### src/rtl/hcmh_pkg.sv
package hcmh_pkg;

    localparam int WEIGHT_W = 16;
    localparam int COST_W   = 48;

    typedef enum logic [4:0] {
        S_IDLE,
        S_INS,
        S_PUSH_CHK,
        S_PUSH_CMP,
        S_MERGE_CHK,
        S_POP_RD0,
        S_POP_RDLAST,
        S_POP_TAKE,
        S_POP_CHK,
        S_POP_LEFT,
        S_POP_RIGHT,
        S_POP_CMP,
        S_POP_END,
        S_SUM_ACC,
        S_EMIT
    } t_state;

    typedef enum logic [3:0] {
        CMD_NONE,
        CMD_LOAD,
        CMD_INS,
        CMD_PUSH_CHK,
        CMD_PUSH_CMP,
        CMD_POP_RD0,
        CMD_POP_RDLAST,
        CMD_POP_TAKE,
        CMD_POP_CHK,
        CMD_POP_LEFT,
        CMD_POP_RIGHT,
        CMD_POP_CMP,
        CMD_POP_END_A,
        CMD_POP_END_B,
        CMD_SUM_ACC,
        CMD_EMIT
    } t_cmd;

    typedef struct packed {
        logic room;
        logic last;
        logic len_gt1;
        logic pos_gt1;
        logic v_lt_rd;
        logic kid_gt_len;
        logic right_exists;
        logic v_lt_c;
    } t_status;

endpackage

### src/rtl/hcmh_ctrl.sv
module hcmh_ctrl (
    input  logic            i_clk,
    input  logic            i_rst_n,
    input  logic            start,
    input  hcmh_pkg::t_status i_status,
    output hcmh_pkg::t_cmd  o_cmd,
    output logic            busy
);

    hcmh_pkg::t_state r_state, n_state;
    logic             r_pop_b, n_pop_b;

    always_ff @(posedge i_clk) begin
        if (!i_rst_n) begin
            r_state <= hcmh_pkg::S_IDLE;
            r_pop_b <= 1'b0;
        end else begin
            r_state <= n_state;
            r_pop_b <= n_pop_b;
        end
    end

    // next state
    always_comb begin
        n_state = r_state;
        n_pop_b = r_pop_b;
        case (r_state)
            hcmh_pkg::S_IDLE: begin
                if (start) n_state = hcmh_pkg::S_INS;
            end
            hcmh_pkg::S_INS: begin
                if (i_status.room)      n_state = hcmh_pkg::S_PUSH_CHK;
                else if (i_status.last) n_state = hcmh_pkg::S_MERGE_CHK;
                else                    n_state = hcmh_pkg::S_IDLE;
            end
            hcmh_pkg::S_PUSH_CHK: begin
                if (i_status.pos_gt1)   n_state = hcmh_pkg::S_PUSH_CMP;
                else if (i_status.last) n_state = hcmh_pkg::S_MERGE_CHK;
                else                    n_state = hcmh_pkg::S_IDLE;
            end
            hcmh_pkg::S_PUSH_CMP: begin
                if (i_status.v_lt_rd)   n_state = hcmh_pkg::S_PUSH_CHK;
                else if (i_status.last) n_state = hcmh_pkg::S_MERGE_CHK;
                else                    n_state = hcmh_pkg::S_IDLE;
            end
            hcmh_pkg::S_MERGE_CHK: begin
                if (i_status.len_gt1) n_state = hcmh_pkg::S_POP_RD0;
                else                  n_state = hcmh_pkg::S_EMIT;
            end
            hcmh_pkg::S_POP_RD0:    n_state = hcmh_pkg::S_POP_RDLAST;
            hcmh_pkg::S_POP_RDLAST: n_state = hcmh_pkg::S_POP_TAKE;
            hcmh_pkg::S_POP_TAKE:   n_state = hcmh_pkg::S_POP_CHK;
            hcmh_pkg::S_POP_CHK: begin
                if (i_status.kid_gt_len) n_state = hcmh_pkg::S_POP_END;
                else                     n_state = hcmh_pkg::S_POP_LEFT;
            end
            hcmh_pkg::S_POP_LEFT: begin
                if (i_status.right_exists) n_state = hcmh_pkg::S_POP_RIGHT;
                else                       n_state = hcmh_pkg::S_POP_CMP;
            end
            hcmh_pkg::S_POP_RIGHT: n_state = hcmh_pkg::S_POP_CMP;
            hcmh_pkg::S_POP_CMP: begin
                if (i_status.v_lt_c) n_state = hcmh_pkg::S_POP_END;
                else                 n_state = hcmh_pkg::S_POP_CHK;
            end
            hcmh_pkg::S_POP_END: begin
                // second pop of the pair goes on to the sum
                if (r_pop_b) begin
                    n_state = hcmh_pkg::S_SUM_ACC;
                    n_pop_b = 1'b0;
                end else begin
                    n_state = hcmh_pkg::S_POP_RD0;
                    n_pop_b = 1'b1;
                end
            end
            hcmh_pkg::S_SUM_ACC: n_state = hcmh_pkg::S_PUSH_CHK;
            hcmh_pkg::S_EMIT:    n_state = hcmh_pkg::S_IDLE;
            default:             n_state = hcmh_pkg::S_IDLE;
        endcase
    end

    // outputs
    always_comb begin
        o_cmd = hcmh_pkg::CMD_NONE;
        busy  = 1'b1;
        case (r_state)
            hcmh_pkg::S_IDLE: begin
                busy = 1'b0;
                if (start) o_cmd = hcmh_pkg::CMD_LOAD;
            end
            hcmh_pkg::S_INS:        o_cmd = hcmh_pkg::CMD_INS;
            hcmh_pkg::S_PUSH_CHK:   o_cmd = hcmh_pkg::CMD_PUSH_CHK;
            hcmh_pkg::S_PUSH_CMP:   o_cmd = hcmh_pkg::CMD_PUSH_CMP;
            hcmh_pkg::S_MERGE_CHK:  o_cmd = hcmh_pkg::CMD_NONE;
            hcmh_pkg::S_POP_RD0:    o_cmd = hcmh_pkg::CMD_POP_RD0;
            hcmh_pkg::S_POP_RDLAST: o_cmd = hcmh_pkg::CMD_POP_RDLAST;
            hcmh_pkg::S_POP_TAKE:   o_cmd = hcmh_pkg::CMD_POP_TAKE;
            hcmh_pkg::S_POP_CHK:    o_cmd = hcmh_pkg::CMD_POP_CHK;
            hcmh_pkg::S_POP_LEFT:   o_cmd = hcmh_pkg::CMD_POP_LEFT;
            hcmh_pkg::S_POP_RIGHT:  o_cmd = hcmh_pkg::CMD_POP_RIGHT;
            hcmh_pkg::S_POP_CMP:    o_cmd = hcmh_pkg::CMD_POP_CMP;
            hcmh_pkg::S_POP_END: begin
                if (r_pop_b) o_cmd = hcmh_pkg::CMD_POP_END_B;
                else         o_cmd = hcmh_pkg::CMD_POP_END_A;
            end
            hcmh_pkg::S_SUM_ACC: o_cmd = hcmh_pkg::CMD_SUM_ACC;
            hcmh_pkg::S_EMIT:    o_cmd = hcmh_pkg::CMD_EMIT;
            default:             o_cmd = hcmh_pkg::CMD_NONE;
        endcase
    end

endmodule

### config.mk
export PLATFORM = sky130hd
export DESIGN_NAME = hcmh_ctrl
export DESIGN_NICKNAME = d
export VERILOG_FILES = /design/src/rtl/hcmh_pkg.sv /design/src/rtl/hcmh_ctrl.sv
export SDC_FILE = /design/constraint.sdc
export NUM_CORES = 1
export LEC_CHECK = 0
export BUFFER_PORTS_ARGS = -buffer_cell sky130_fd_sc_hd__buf_4
export CORE_MARGIN = 4
export CORE_UTILIZATION = 31
export DETAILED_ROUTE_END_ITERATION = 10
export HOLD_SLACK_MARGIN = 0.06
export PLACE_DENSITY = 0.55
export SYNTH_ARGS = -nofsm -noshare
export SYNTH_HDL_FRONTEND = slang
export SYNTH_SLANG_ARGS = --single-unit
### constraint.sdc
create_clock -name i_clk -period 2.22 [get_ports i_clk]
set_clock_uncertainty 0.15 [all_clocks]
set_input_delay 0.333 -clock i_clk [delete_from_list [all_inputs] [get_ports i_clk]]
set_output_delay 0.333 -clock i_clk [all_outputs]
set_load 0.005 [all_outputs]
==> metrics.txt, run 1 <==
Post-CTS Setup Inserts 0; Crit. End Element output port; commonest cells after routing, fill and taps aside buf_4 (19), nor2_1 (7), nand2_1 (7); WL met3 80 µm; Netlist cell types 38; Slew Limit Fails 0; I/O pin cnt 16; pwr/cell area 524 nW/µm²; Hold Fails Final Rpt 0; Yosys warnings 0; Setup TNS 0 ps; Post-Syn Nets 80; Worst Max-Slew Pin Slew between 400 and 500 ps; clock-pin slew on the worst setup and hold paths approximately 40 ps; Arrival @ worst endpoint between 1000 and 1500 ps; reg2reg setup slack between 500 and 600 ps; CTS buffer count 3; Pre-antenna DRT Iters 4; pin count of the biggest net entering global routing 13; Cell Area, Placed around 680 µm²; Die X-Extent approximately 51 µm; Leakage 0.000305 µW; top_reg_cell synth dfxtp_1; Synth async-reset ratio 0%; CTS tree yes; Layout area overhead 25.3%; CTS resizes 0; CTS sink cnt 5; layout cells sized above 1 32.6%; critical-path maximum fanout 12; Initial Utilization 32.7%; Worst Path Required ~1700 ps; Hold Crit Class input port to flip-flop; clk root buf clkbuf_4; startpoint types flip-flop; commonest non-fill, non-tap cell in the layout buf_4; Die H between 50 and 60 µm; storage element area between 100 and 150 µm²; vias in the first global route 499; GRT Overall Usage ~11%; Mapped Cells between 60 and 70; H-tree Lvls 1; Detail Route Antenna Nets 0; Mean Syn Cell Area around 8.2 µm²; Slew HR around 73%; part of the cycle the worst path needs between 80% and 90%; area of the multi-input gates ~400 µm²; Tmin final ~1900 ps; total wire length between 1000 and 1500 µm; fin area 707 µm²; met2 WL 570 µm; Max Clk Rate 0.540 GHz; Seq/Total Area, Yosys approximately 18%; 1st-iter DRT viols 11; clk_lat worst skew ~240 ps; vias per cell ~5; # rows 15; DRC errors left 0; IO buf count 15; final net count just under 100; Cell Area, Synth around 560 µm²; WL/cell 11.5 µm; Vias ~550; gpl congestion slightly below 0.8; Congestion Overflow GR 0; antenna violations before repair 0; Setup CP Type flip-flop to output port; final-report setup violation count 0; Yosys reg bits 5; Top Layer Used met3; first-pass GRT wire length 2160 µm; core area between 1500 and 2000 µm²; HPWL Detailed approximately 1000 µm; outcome complete, no violations; Hold Buf Count CTS 0; Met1 Wirelength 622 µm; Peak supply drop between 200 and 250 µV; largest buffer count on any clock path 2; RSZ-0062 raised after global routing false; antenna cells 0; Die ar. about 2600 µm²; # fillers 205; MaxCap Viol Count 0; EDFF count, synth 0
==> per-layer routing <==
metal,GRT usage [%],vias up
li1,-,285
met1,13.7,250
met2,17.2,19
met3,4.75,0
met4,2.69,0
met5,0,-
==> final timing paths <==
path	to	cells past startpoint	from
setup / recovery	o_cmd[2]	4	r_state[0]
hold / removal	r_pop_b	2	i_rst_n
setup reg to reg	r_state[3]	5	r_state[3]
hold reg to reg	r_pop_b	2	r_pop_b
==> cell families (layout without fill, tap and decap cells) <==
kind of cell | Yosys count | after routing | synth area share (%)
AO/OA/AOI/OAI | 19 | 19 | 26.4
flip-flops | 5 | 5 | 17.7
AND/OR/NAND/NOR | 30 | 30 | 29.7
buffers and inverters | 8 | 25 | 11.5
multiplexers | 2 | 2 | 3.55
XOR/XNOR | 5 | 5 | 11.1
==> state kept, by name, summed over array words and instances, names as in the netlist <==
name and cells:
r_state 4, r_pop_b 1
==> worst max-delay path: stages (launching register included) <==
cell and delay [ps]:
dfxtp_1 560, or2_1 180, a21oi_1 70, a211oi_1 180
buf_4 140
==> power by group <==
part	internal (µW)	switching, µW	total, µW	leakage [µW]
Combinational	85.1	64.8	150	0.000250
Sequential	96.3	19.2	115	0.0000406
Clock	68.0	37.1	105	0.0000150
==> per-stage QoR <==
step	instances	util (%)	worst slack [ps]	power, µW	hold WS (ps)
5_1_grt	111	40.9	250	398	178
3_3_place_gp	107	39.4	596	269	414
6_report	111	40.9	369	370	165
3_5_place_dp	107	39.4	575	268	411
2_1_floorplan	69	-	808	213	305
4_1_cts	111	40.9	351	375	160
==> cell usage after synthesis (2+ instances only) <==
library cell | count | share of area, %
a21oi_1 | 2 | 1.8
buf_6 | 4 | 8.0
xnor2_1 | 3 | 4.7
nor2_1 | 7 | 4.7
nor2b_1 | 4 | 4.4
nor3_1 | 2 | 1.8
a21o_1 | 2 | 2.7
o21ai_0 | 2 | 1.8
and2_1 | 2 | 2.2
mux2i_1 | 2 | 3.5
nand2_1 | 7 | 4.7
dfxtp_1 | 5 | 18
inv_1 | 2 | 1.3
==> cell type report <==
cell class / count / share of cell area [%]
Timing Repair Buffer: 19 / 20.2
Tap cell: 25 / 4.42
Sequential cell: 5 / 14.2
Inverter: 2 / 1.06
Clock buffer: 4 / 3.72
Multi-Input combinational cell: 56 / 56.5
No activity file was read; power rests on OpenSTA's default activity.
==> run 2, diff against run 1 <==
clock period = 1.8 ns   (was 2.22 ns; I/O delays follow)
==> run 2 against run 1 <==
Against the previous run:
- global-route usage rose by 0.25 points
- power rose by 24%
- utilization rose by 0.87 points
- flip-flop and latch count did not move
- critical path depth did not move
- critical path type unchanged
==> metrics.txt, run 2 (same netlist as run 1, synthesis figures left out) <==
outcome complete, no violations; reg2reg path depth 5; Crit. End Element output port; worst hold stages 2; Peak supply drop 213 µV; top flop regs r_state (4), r_pop_b (1); WL/cell between 10 and 15 µm; Leakage about 0.00031 µW; MaxCap Viol Count 0; Worst Max-Slew Pin Slew approximately 260 ps; Hold Fails Final Rpt 0; Post-Route Utilization a little over two fifths; clock-pin slew on the worst setup and hold paths 40 ps; part of the cycle the worst path needs ~96%; gpl congestion around 0.76; reg-to-reg startpoint r_state[2]; Die H ~51 µm; I/O pin cnt 16; layout cells sized above 1 a little under two fifths; end of the worst hold path r_pop_b; reg2reg end r_state[2]; fin area slightly above 700 µm²; HPWL Detailed between 1000 and 1500 µm; total power 461 µW; # fillers 195; H-tree Lvls 1; Cell Area, Placed about 690 µm²; Detail Route Antenna Nets 0; antenna cells 0; Setup TNS 0 ps; number of flip-flops in the largest register 4; Setup CP Type flip-flop to output port; CTS tree yes; CTS buffer count 3; commonest cells after routing, fill and taps aside buf_4 (20), nor2_1 (7), nand2_1 (7); hold slack roughly 96 ps; final net count 99; Pre-antenna DRT Iters 2; Post-CTS Setup Inserts 0; Layout area overhead 27.9%; first-pass GRT wire length approximately 2100 µm; Worst Path Required about 1400 ps; reg2reg setup slack 310 ps; pwr/cell area 639 nW/µm²; 1st-iter DRT viols 3; Hold Crit Class input port to flip-flop; Die ar. between 2000 and 3000 µm²; Slew Limit Fails 0; hold path start i_rst_n; vias in the first global route 520; Die X-Extent 50.7 µm; Congestion Overflow GR 0; Max Clk Rate just under 0.6 GHz; Most flops, register r_state; final-report setup violation count 0; CTS sink cnt 5; DRC errors left 0; critical-path maximum fanout 10; RSZ-0062 raised after global routing false; pin count of the biggest net entering global routing 14; total wire length roughly 1300 µm; antenna violations before repair 0; Tmin final approximately 1700 ps; clk root buf clkbuf_4; Vias 559; GRT Overall Usage between 10% and 20%; clk_lat worst skew 240 ps; largest buffer count on any clock path 2; # rows 15; commonest non-fill, non-tap cell in the layout buf_4; core area 1730 µm²; Arrival @ worst endpoint 1310 ps; IO buf count 15; Slew HR around 82%; vias per cell approximately 5.0; startpoint types flip-flop; Initial Utilization 32.7%
[run 2: cell types whose count changed in the layout (fill, tap and decap cells not counted), sizes merged]
cell and delta:
buf +1
[run 2: worst max-delay path: stages, from the launching register on]
cell and delay, ps:
dfxtp_2 390, or3_1 380, o21ai_0 80, a21oi_1 90, buf_4 130
[run 2: area by class of cell]
type                            count  area, µm²  share of cell area, %
Tap cell                           25       31.3                   4.33
Inverter                            2       7.51                   1.04
Sequential cell                     5        108                   14.9
Multi-Input combinational cell     56        399                   55.3
Timing Repair Buffer               20        150                   20.8
Clock buffer                        4       26.3                   3.64
[run 2: how the worst max path moves through the flow]
stage               start          to  slack, ps  depth (start not counted)
2_1_floorplan  r_state[2]    o_cmd[0]        450                          4
3_3_place_gp   r_state[3]  r_state[2]        170                          5
3_5_place_dp   r_state[3]    o_cmd[2]        170                          4
4_1_cts        r_state[0]    o_cmd[2]         40                          4
5_1_grt        r_state[2]    o_cmd[0]         20                          4
6_report       r_state[2]    o_cmd[0]         70                          4
[run 2: routing by layer]
| layer | vias to the layer above | global-route usage [%] | part of all wire [%] | wire length (µm) |
|---|---|---|---|---|
| li1 | 287 | - | - | - |
| met4 | 0 | 8.07 | 2.0 | 25 |
| met3 | 4 | 2.37 | 5.6 | 71 |
| met2 | 15 | 17.4 | 44 | 554 |
| met1 | 253 | 13.5 | 49 | 620 |
| met5 | - | 0 | 0 | 0 |
[run 2: per-stage QoR]
step                      std cells  setup slack [ps]
final                           112              74.8
after global routing            112              17.0
after CTS                       112              40.3
after detailed placement        108               172
after global placement          108               166
after floorplan                  69               451
[run 2: repair_timing]
action | 4_1_cts | 5_1_grt
hold buffers | 0 | 0
gates resized for setup | 3 | 2
setup endpoints to repair | 4 | 4
[run 2: power by group]
group | total, µW | switching (µW) | internal [µW]
logic | 188 | 78.3 | 110
clock network | 130 | 45.9 | 83.8
registers | 143 | 24.1 | 119
total | 461 | 148 | 313
